$ cat config.mk
export PLATFORM = sky130hd
export DESIGN_NAME = rsi_sqrt_cell
export DESIGN_NICKNAME = d
export VERILOG_FILES = /design/src/rtl/rsi_pkg.sv /design/src/rtl/rsi_sqrt_cell.sv
export SDC_FILE = /design/constraint.sdc
export NUM_CORES = 1
export LEC_CHECK = 0
export BUFFER_PORTS_ARGS = -buffer_cell sky130_fd_sc_hd__buf_2
export CORE_ASPECT_RATIO = 0.75
export CORE_MARGIN = 4
export CORE_UTILIZATION = 53
export DETAILED_ROUTE_END_ITERATION = 8
export PLACE_DENSITY = 0.87
export SYNTH_ARGS = -nofsm -noshare
export SYNTH_HDL_FRONTEND = slang
export SYNTH_SLANG_ARGS = --single-unit
$ cat constraint.sdc
create_clock -name clk_i -period 5.05 [get_ports clk_i]
set_clock_uncertainty 0.05 [all_clocks]
set_input_delay 1.01 -clock clk_i [delete_from_list [all_inputs] [get_ports clk_i]]
set_output_delay 1.01 -clock clk_i [all_outputs]
set_load 0.005 [all_outputs]
$ cat src/rtl/rsi_pkg.sv
// Package: widths, register indexes, pipeline sideband type and saturation helpers.
`default_nettype none
package rsi_pkg;
  localparam int W    = 32;
  localparam int F    = 16;
  localparam int SQ_N = W;
  localparam int DV_N = W + 1;
  localparam int RW   = W + 4;
  localparam int NW   = W + 2;
  localparam int MW   = NW + F;
  localparam int NST  = 5 + SQ_N + 1 + DV_N + 3;

  typedef enum logic [1:0] {
    REG_CX  = 2'd0,
    REG_CY  = 2'd1,
    REG_CZ  = 2'd2,
    REG_RAD = 2'd3
  } reg_idx_e;

  typedef struct packed {
    logic [2:0][W-1:0] s;
    logic [2:0][W-1:0] d;
    logic [W-1:0]      a;
    logic [W-1:0]      h;
    logic              hit;
    logic              neg;
    logic              ovf;
  } side_t;

  function automatic logic signed [2*W:0] sx(input logic [W-1:0] x);
    return $signed({{(W+1){x[W-1]}}, x});
  endfunction

  function automatic logic [W-1:0] sat_w(input logic signed [2*W:0] v);
    logic signed [2*W:0] hi;
    logic signed [2*W:0] lo;
    hi = $signed({{(W+2){1'b0}}, {(W-1){1'b1}}});
    lo = ~hi;
    if (v > hi) return hi[W-1:0];
    else if (v < lo) return lo[W-1:0];
    else return v[W-1:0];
  endfunction

  // floor(p / 2^F), saturated to a word
  function automatic logic [W-1:0] mulq_w(input logic [2*W-1:0] p);
    logic signed [2*W:0] e;
    e = $signed({p[2*W-1], p});
    return sat_w(e >>> F);
  endfunction
endpackage
`default_nettype wire

$ cat src/rtl/rsi_sqrt_cell.sv
// One digit cell of the pipelined integer square root.
`default_nettype none
module rsi_sqrt_cell (
  input  wire logic                       clk_i,
  input  wire logic                       en_i,
  input  wire logic [rsi_pkg::RW-1:0]     rem_i,
  input  wire logic [rsi_pkg::W-1:0]      root_i,
  input  wire logic [2*rsi_pkg::W-1:0]    rad_i,
  output      logic [rsi_pkg::RW-1:0]     rem_o,
  output      logic [rsi_pkg::W-1:0]      root_o,
  output      logic [2*rsi_pkg::W-1:0]    rad_o
);
  import rsi_pkg::*;

  logic [RW-1:0] r2, trial, rem_d;
  logic          ge;

  always_comb begin
    r2    = {rem_i[RW-3:0], rad_i[2*W-1:2*W-2]};
    trial = RW'({root_i, 2'b01});
    ge    = r2 >= trial;
    rem_d = ge ? r2 - trial : r2;
  end

  always_ff @(posedge clk_i) begin
    if (en_i) begin
      rem_o  <= rem_d;
      root_o <= {root_i[W-2:0], ge};
      rad_o  <= {rad_i[2*W-3:0], 2'b00};
    end
  end
endmodule
`default_nettype wire

==> reports/qor.yml <==
worst_setup_path:
  crit_slowest_cell: "ha_1"
  cp_max_fo: 40
  required_ns: 5.15
  crit_path_start_kind: "primary input"
  worstSetupPathType: "in -> reg"
  critPathMaxStageDelay_ns: 0.47
  path_buf_inv: 3
  critPathArrivalTime_ns: 3.70
  end_kind: "flop"
  path_cells: "buf_2, inv_1, ha_1, nand4_1, nor4_2, and3_1, a21bo_1, and2_4, a21oi_4, buf_4, mux2_2"
  critical-path-top-delay-family: "simple AND/OR/NAND/NOR gates"
sta:
  slew_violations: 0
  setup_viol: 0
  period_minus_slack_ns: 3.60
  relSlewSlack_pct: 54.9
  hold_viol_final: 0
  fin_crit_sh_pct: 71.3
  rsz0062_at_grt: "no"
  tightest_slew_ns: 0.677
  fin_ws_ns: 1.45
  timing.setup.tns_ns: 0
  fmax_ghz: 0.278
yosys:
  ys_seq_area_share_pct: 59.8
  synth.distinct_cells: 60
  synth_top_flop_cell: "edfxtp_1"
  yosys_warnings: 0
  synth_edf_count: 130
  syn_area_um2: 6530
  synth_cells: 527
  yosys_register_bits: 130
  avgSynthCellArea_um2: 12.4
  ys_async_sr_fraction_pct: 0
final_layout:
  fillerInstances: 850
  multi_input_area_um2: 2330
  final_cell_mix: "260 x buf_2, 130 x edfxtp_1, 47 x a21oi_1"
  drive_gt1_share_pct: 40.6
  seqCellArea_um2: 3900
  area_growth_pct: 30.8
  final_common_cell: "buf_2"
  finalNetCount: 956
  finish.utilization_pct: 72.2
clocking:
  cts.sinks: 130
  hold_buffers: 0
  cts_max_level: 4
  clock_path_buffers: 2
  clkTransAtPathRegs_ns: 0.06
  ctsResizeCount: 0
  postCtsSetupBuffers: 0
  cts_buffers: 17
  cts_tree: "yes"
  root_buffer: "clkbuf_16"
flow_run:
  drv_cap: 0
die:
  die_w_um: 136
  io_pins: 266
  die_h_um: 104
  core-area_um2: 11800
  start_util_pct: 55.2
  placementRows: 34
  dieArea_um2: 14200
placed_design:
  dpl.hpwl_um: 13200
  gp_congestion: 0.890
  numPortBuffers: 261
  pre_cts_ws_ns: 1.06
global_routing:
  grt_usage_pct: 23.8
  antenna_found_initial: 1
  grt_overflow: 0
  grt_pass1_wl_um: 26500
  grt_pass1_vias: 5227
  grt_max_degree: 52
routing:
  viasPerCell: 5.40
  drt_first_iter_violations: 327
  routed_wl_um: 17000
  firstDrtPassIters: 5
  wl_per_cell_um: 17.7
  drc: 0
  ant_nets: 0
  num_vias: 5203
pwr:
  power.density_nw_per_um2: 373
  leakagePower_nw: 3.77
  p_total_w: 0.00319
  irDropWorstVdd_v: 0.000228
outcome:
  status: "finished clean"
worst_hold_path:
  hp-class: "in -> reg"
==> layer usage <==
layer	vias up	part of all wire, %	routed length, um	track usage [%]
li1	2463	-	-	-
met1	2457	37	6270	27.5
met2	261	51	8670	41.1
met3	22	11	1800	8.37
met4	0	1.6	280	7.70
met5	-	0	0	0
==> per-stage QoR <==
stage | instance area (um^2) | hold slack (ns) | std cells
6_report | 8540 | 0.726 | 963
3_3_place_gp | 7940 | 1.14 | 931
2_1_floorplan | 6530 | 1.06 | 528
4_1_cts | 8540 | 0.711 | 962
5_1_grt | 8540 | 0.698 | 963
3_5_place_dp | 7940 | 1.14 | 931
==> path summary, 6_finish.rpt <==
| check | from | endpoint | cells after the start |
|---|---|---|---|
| min | rad_i[49] | rad_o[51] | 1 |
| max | root_i[24] | rem_o[20] | 11 |
==> flip-flops by register name (all words and copies together) (netlist names) <==
name    count
rad_o      62
root_o     32
rem_o      36
==> logic make-up (layout without fill, tap and decap cells) <==
| family | Yosys count | count (layout) | share of synthesized area [%] |
|---|---|---|---|
| adders and majority gates | 34 | 34 | 6.51 |
| xor gates and xnor gates | 33 | 33 | 4.43 |
| and+or+nand+nor | 124 | 124 | 9.60 |
| buffers and inverters | 65 | 337 | 4.56 |
| DFF | 130 | 130 | 59.8 |
| AOI/OAI and AO/OA | 128 | 128 | 13.0 |
| muxes | 12 | 12 | 2.07 |
| other | 1 | 3 | 0.0574 |
==> synth_stat cells, drive strengths merged (3+ instances only) <==
library cell	number	area, um^2
edfxtp	130	3900
a21oi	60	357
inv	40	150
nor2	35	131
ha	34	425
nand2	31	116
o21ai	26	130
xnor2	18	158
buf	15	108
xor2	15	131
mux2	12	135
nand4	11	75.1
clkbuf	10	40.0
nand3	10	50.1
nor3	9	45.0
nor2b	7	43.8
a21o	6	45.0
and3	6	37.5
o21bai	6	45.0
nand2b	4	25.0
o211ai	4	30.0
o21a	4	30.0
and4	3	31.3
==> area by class of cell <==
cell class / count / area share (%)
flip-flops and latches: 130 / 45.7
multi-input cells: 333 / 27.3
repair buffers: 266 / 15.8
clock buffers: 17 / 4.98
well taps: 162 / 2.37
clock inverters: 14 / 2.12
inverters: 40 / 1.76
diodes: 1 / 0.0293
==> where the power goes <==
part	internal (W)	switching, W
registers	0.00133	0.0000276
logic	0.000255	0.000314
clock network	0.000783	0.000480
Power figures use the tool's default switching activity.
