<file path="src/rtl/rsi_pkg.sv">
// Package: widths, register indexes, pipeline sideband type and saturation helpers.
`default_nettype none
package rsi_pkg;
  localparam int W    = 32;
  localparam int F    = 16;
  localparam int SQ_N = W;
  localparam int DV_N = W + 1;
  localparam int RW   = W + 4;
  localparam int NW   = W + 2;
  localparam int MW   = NW + F;
  localparam int NST  = 5 + SQ_N + 1 + DV_N + 3;

  typedef enum logic [1:0] {
    REG_CX  = 2'd0,
    REG_CY  = 2'd1,
    REG_CZ  = 2'd2,
    REG_RAD = 2'd3
  } reg_idx_e;

  typedef struct packed {
    logic [2:0][W-1:0] s;
    logic [2:0][W-1:0] d;
    logic [W-1:0]      a;
    logic [W-1:0]      h;
    logic              hit;
    logic              neg;
    logic              ovf;
  } side_t;

  function automatic logic signed [2*W:0] sx(input logic [W-1:0] x);
    return $signed({{(W+1){x[W-1]}}, x});
  endfunction

  function automatic logic [W-1:0] sat_w(input logic signed [2*W:0] v);
    logic signed [2*W:0] hi;
    logic signed [2*W:0] lo;
    hi = $signed({{(W+2){1'b0}}, {(W-1){1'b1}}});
    lo = ~hi;
    if (v > hi) return hi[W-1:0];
    else if (v < lo) return lo[W-1:0];
    else return v[W-1:0];
  endfunction

  // floor(p / 2^F), saturated to a word
  function automatic logic [W-1:0] mulq_w(input logic [2*W-1:0] p);
    logic signed [2*W:0] e;
    e = $signed({p[2*W-1], p});
    return sat_w(e >>> F);
  endfunction
endpackage
`default_nettype wire

</file>
<file path="src/rtl/rsi_div_cell.sv">
// One quotient-bit cell of the pipelined restoring divider.
`default_nettype none
module rsi_div_cell (
  input  wire logic                       clk_i,
  input  wire logic                       en_i,
  input  wire logic [rsi_pkg::W-1:0]      rem_i,
  input  wire logic [rsi_pkg::DV_N-1:0]   dvd_i,
  input  wire logic [rsi_pkg::DV_N-1:0]   quo_i,
  input  wire logic [rsi_pkg::W-1:0]      dvs_i,
  output      logic [rsi_pkg::W-1:0]      rem_o,
  output      logic [rsi_pkg::DV_N-1:0]   dvd_o,
  output      logic [rsi_pkg::DV_N-1:0]   quo_o,
  output      logic [rsi_pkg::W-1:0]      dvs_o
);
  import rsi_pkg::*;

  logic [W:0] r2, rd;
  logic       ge;

  always_comb begin
    r2 = {rem_i, dvd_i[DV_N-1]};
    ge = r2 >= {1'b0, dvs_i};
    rd = ge ? r2 - {1'b0, dvs_i} : r2;
  end

  always_ff @(posedge clk_i) begin
    if (en_i) begin
      rem_o <= rd[W-1:0];
      dvd_o <= {dvd_i[DV_N-2:0], 1'b0};
      quo_o <= {quo_i[DV_N-2:0], ge};
      dvs_o <= dvs_i;
    end
  end
endmodule
`default_nettype wire

</file>
<file path="config.mk">
export PLATFORM = sky130hd
export DESIGN_NAME = rsi_div_cell
export DESIGN_NICKNAME = d
export VERILOG_FILES = /design/src/rtl/rsi_pkg.sv /design/src/rtl/rsi_div_cell.sv
export SDC_FILE = /design/constraint.sdc
export NUM_CORES = 1
export LEC_CHECK = 0
export BUFFER_PORTS_ARGS = -buffer_cell sky130_fd_sc_hd__buf_2
export CORE_MARGIN = 10
export CORE_UTILIZATION = 44
export DETAILED_ROUTE_END_ITERATION = 6
export PLACE_DENSITY = 0.84
export RECOVER_POWER = 100
export SYNTH_ARGS = -nofsm -noshare
export SYNTH_HDL_FRONTEND = slang
export SYNTH_SLANG_ARGS = --single-unit
</file>
<file path="constraint.sdc">
create_clock -name clk_i -period 2.1 [get_ports clk_i]
set_input_delay 0 -clock clk_i [delete_from_list [all_inputs] [get_ports clk_i]]
set_output_delay 0 -clock clk_i [all_outputs]
set_load 0.02 [all_outputs]
</file>
==> flow_summary.yaml <==
run_status:
  status: "finished, violations left"
  violations: "hold timing, capacitance limit, slew limit, setup timing"
floorplanning:
  die_w_um: 139
  fp-row-count: 43
  design.core.area_sq_um: 13900
  io_pins: 262
  initial_core_util_pct: 44.8
  dieArea_sq_um: 19300
  die_h_um: 139
cts:
  root_buffer: "clkbuf_16"
  cts_tree: "done"
  numCtsBuffers: 17
  clock-sinks: 129
  htree_levels: 4
  clockBufferDepth: 2
  clkTransAtPathRegs_ns: 0.06
yosys:
  synth_edf_count: 129
  yosysWarnings: 0
  synthCells: 490
  seq_area_frac_synth_pct: 62.4
  dominantRegCellSynth: "edfxtp_1"
  async_reset_ff_share_pct: 0
  synth_fp_nets: 655
  ys_ff_latch: 129
  postSynthAreaPerCell_sq_um: 12.7
  post_synth_num_cell_types: 50
  syn_area_sq_um: 6210
placement:
  gp_congestion: 0.869
  hpwl_um: 16100
  portBuffers: 259
timing:
  finalHoldViolations: 1
  slew_headroom_pct: -49.0
  period_share_pct: 101
  clock.fmax_mhz: 472
  setup_viol: 1
  rsz0062_at_grt: "true"
  tightestPinTransition_ns: 2.24
  period_needed_ns: 2.12
  fin_hold_ws_ns: -0.0367
  slew_viol_final: 36
  timing.final.ws_setup_ns: -0.0184
critical_path:
  crit_arrival_ns: 2.27
  timing_worst_setup_path_type: "in2reg"
  cp-start-kind: "input port"
  cp_max_fo: 22
  crit_required_ns: 2.25
  endpoint_kind: "flip-flop"
  cp-startpoint: "dvs_i[1]"
drt:
  drc: 0
  avgViaCountPerCell: 5.36
  wirelength_um: 27000
  via_count: 6350
  routedWlPerCell_um: 22.8
  detail-route-antenna-nets: 0
  dr.pass1.iters: 5
  drt_iter0_drc: 638
grt:
  grt_max_degree: 41
  antenna_found_initial: 2
  grt_pass1_wl_um: 39700
  track_usage_pct: 26.4
  grt_pass1_vias: 6712
  overflow: 0
pwr:
  p_leak_nw: 4.73
  p_per_area_nw_per_um2: 792
  max-vdd-ir-drop_mv: 0.542
final_layout:
  num-fill-cells: 793
  drive_above_1_share_pct: 44.5
  final_nets: 1155
  area_growth_syn_to_layout_pct: 73.2
  final_util_pct: 77.5
min_path:
  holdPathStages: 3
  hold_class: "in2reg"
  hold_end: "rem_o[25]"
  hp-start: "rem_i[24]"
job:
  drv_cap: 1
[critical path, stage by stage]
cell	delay (ns)
buf_2	0.13
inv_1	0.08
ha_1	0.32
nand2b_1	0.17
a21oi_2	0.11
a2111oi_2	0.39
nor2_2	0.12
a21o_1	0.20
o21a_4	0.25
buf_12	0.17
nor2_1	0.19
a21oi_1	0.11
[per-layer routing]
layer | track usage, % | vias up | share of wire, %
met1 | 27.8 | 3064 | 34
li1 | - | 2816 | -
met2 | 49.3 | 410 | 54
met4 | 7.91 | 0 | 2.8
met3 | 7.67 | 60 | 9.1
met5 | 0 | - | 0
[how the worst max path moves through the flow]
stage / to / slack [ns]
global route: rem_o[24] / -0.08
floorplan: rem_o[14] / -0.18
finish: rem_o[10] / -0.02
detailed placement: rem_o[31] / -0.59
CTS: rem_o[30] / 0.02
global placement: rem_o[31] / -0.48
[placed cells by master, fill, tap and decap left out, types with 15 or more instances in the layout]
cell type / count
a21oi_1: 42
ha_1: 19
buf_2: 224
edfxtp_1: 129
inv_1: 42
buf_4: 107
nor2_1: 29
nand2_1: 22
o21ai_0: 15
clkbuf_16: 18
clkbuf_1: 33
xnor2_1: 16
dlygate4sd3_1: 124
[cells by family (layout without fill, tap and decap cells)]
logic type	count (synthesis)	count (layout)	share of synthesized area (%)
mux	10	10	2.26
fa+ha+maj	33	33	6.77
xor+xnor	26	26	3.67
simple gates	107	107	8.42
compound gates	120	120	11.8
other cells	1	3	0.0604
flops	129	129	62.4
buf+inv	64	577	4.69
[cells in the mapped netlist, types with 3 or more instances]
| master | number | share of area (%) |
|---|---|---|
| edfxtp_1 | 129 | 62 |
| a21oi_1 | 54 | 4.4 |
| inv_1 | 46 | 2.8 |
| nor2_1 | 37 | 2.2 |
| ha_1 | 32 | 6.4 |
| nand2_1 | 24 | 1.5 |
| o21ai_0 | 17 | 1.4 |
| xnor2_1 | 16 | 2.3 |
| xor2_1 | 10 | 1.4 |
| a21o_1 | 8 | 0.97 |
| mux2_4 | 8 | 1.9 |
| nand3_1 | 8 | 0.64 |
| nand4_1 | 8 | 0.81 |
| nand2b_1 | 7 | 0.70 |
| o31ai_1 | 7 | 0.85 |
| clkbuf_1 | 6 | 0.36 |
| o21a_1 | 6 | 0.73 |
| buf_2 | 5 | 0.40 |
| buf_6 | 5 | 0.91 |
| o21bai_1 | 5 | 0.60 |
| o21ai_1 | 4 | 0.32 |
| a2111oi_0 | 3 | 0.42 |
| a211oi_1 | 3 | 0.36 |
| and2_1 | 3 | 0.30 |
| nor3_1 | 3 | 0.24 |
[state kept, by name (all words and copies together) (netlist names)]
name / cells
quo_o: 33
dvs_o: 32
dvd_o: 32
rem_o: 32
[per-stage QoR]
stage	instances	instance area, sq um	total power [mW]	setup TNS [ns]	setup WS (ns)
3_3_place_gp	1021	8600	5.14	-11.47	-0.481
5_1_grt	1185	10800	8.79	-0.649	-0.0767
4_1_cts	1179	10500	8.26	0	0.0177
3_5_place_dp	1021	8600	5.20	-14.25	-0.588
2_1_floorplan	490	6310	4.30	-4.72	-0.183
6_report	1185	10800	8.52	-0.0184	-0.0184
[power breakdown]
part,internal [mW],switching [mW],leakage [nW],total (mW)
Sequential,3.15,0.0859,1.26,3.24
Clock,1.58,1.34,0.278,2.91
Combinational,1.08,1.29,3.19,2.37
[final cells by class]
cell class | count | area [sq um] | share of cell area, %
flip-flops and latches | 129 | 3870 | 36.0
repair buffers | 499 | 3510 | 32.6
multi-input cells | 297 | 2390 | 22.2
clock buffers | 17 | 425 | 3.95
well taps | 180 | 225 | 2.09
inverters | 46 | 185 | 1.72
clock inverters | 15 | 145 | 1.35
diodes | 2 | 5.00 | 0.0465
[what timing repair did]
action,CTS,global route
endpoints found under the setup margin,19,29
gates cloned,1,1
buffers inserted,1,3
gates resized for setup,14,52
hold buffers,124,0
pin swaps,8,11
endpoints found under the hold margin,124,0
(Power assumes the default switching activity.)
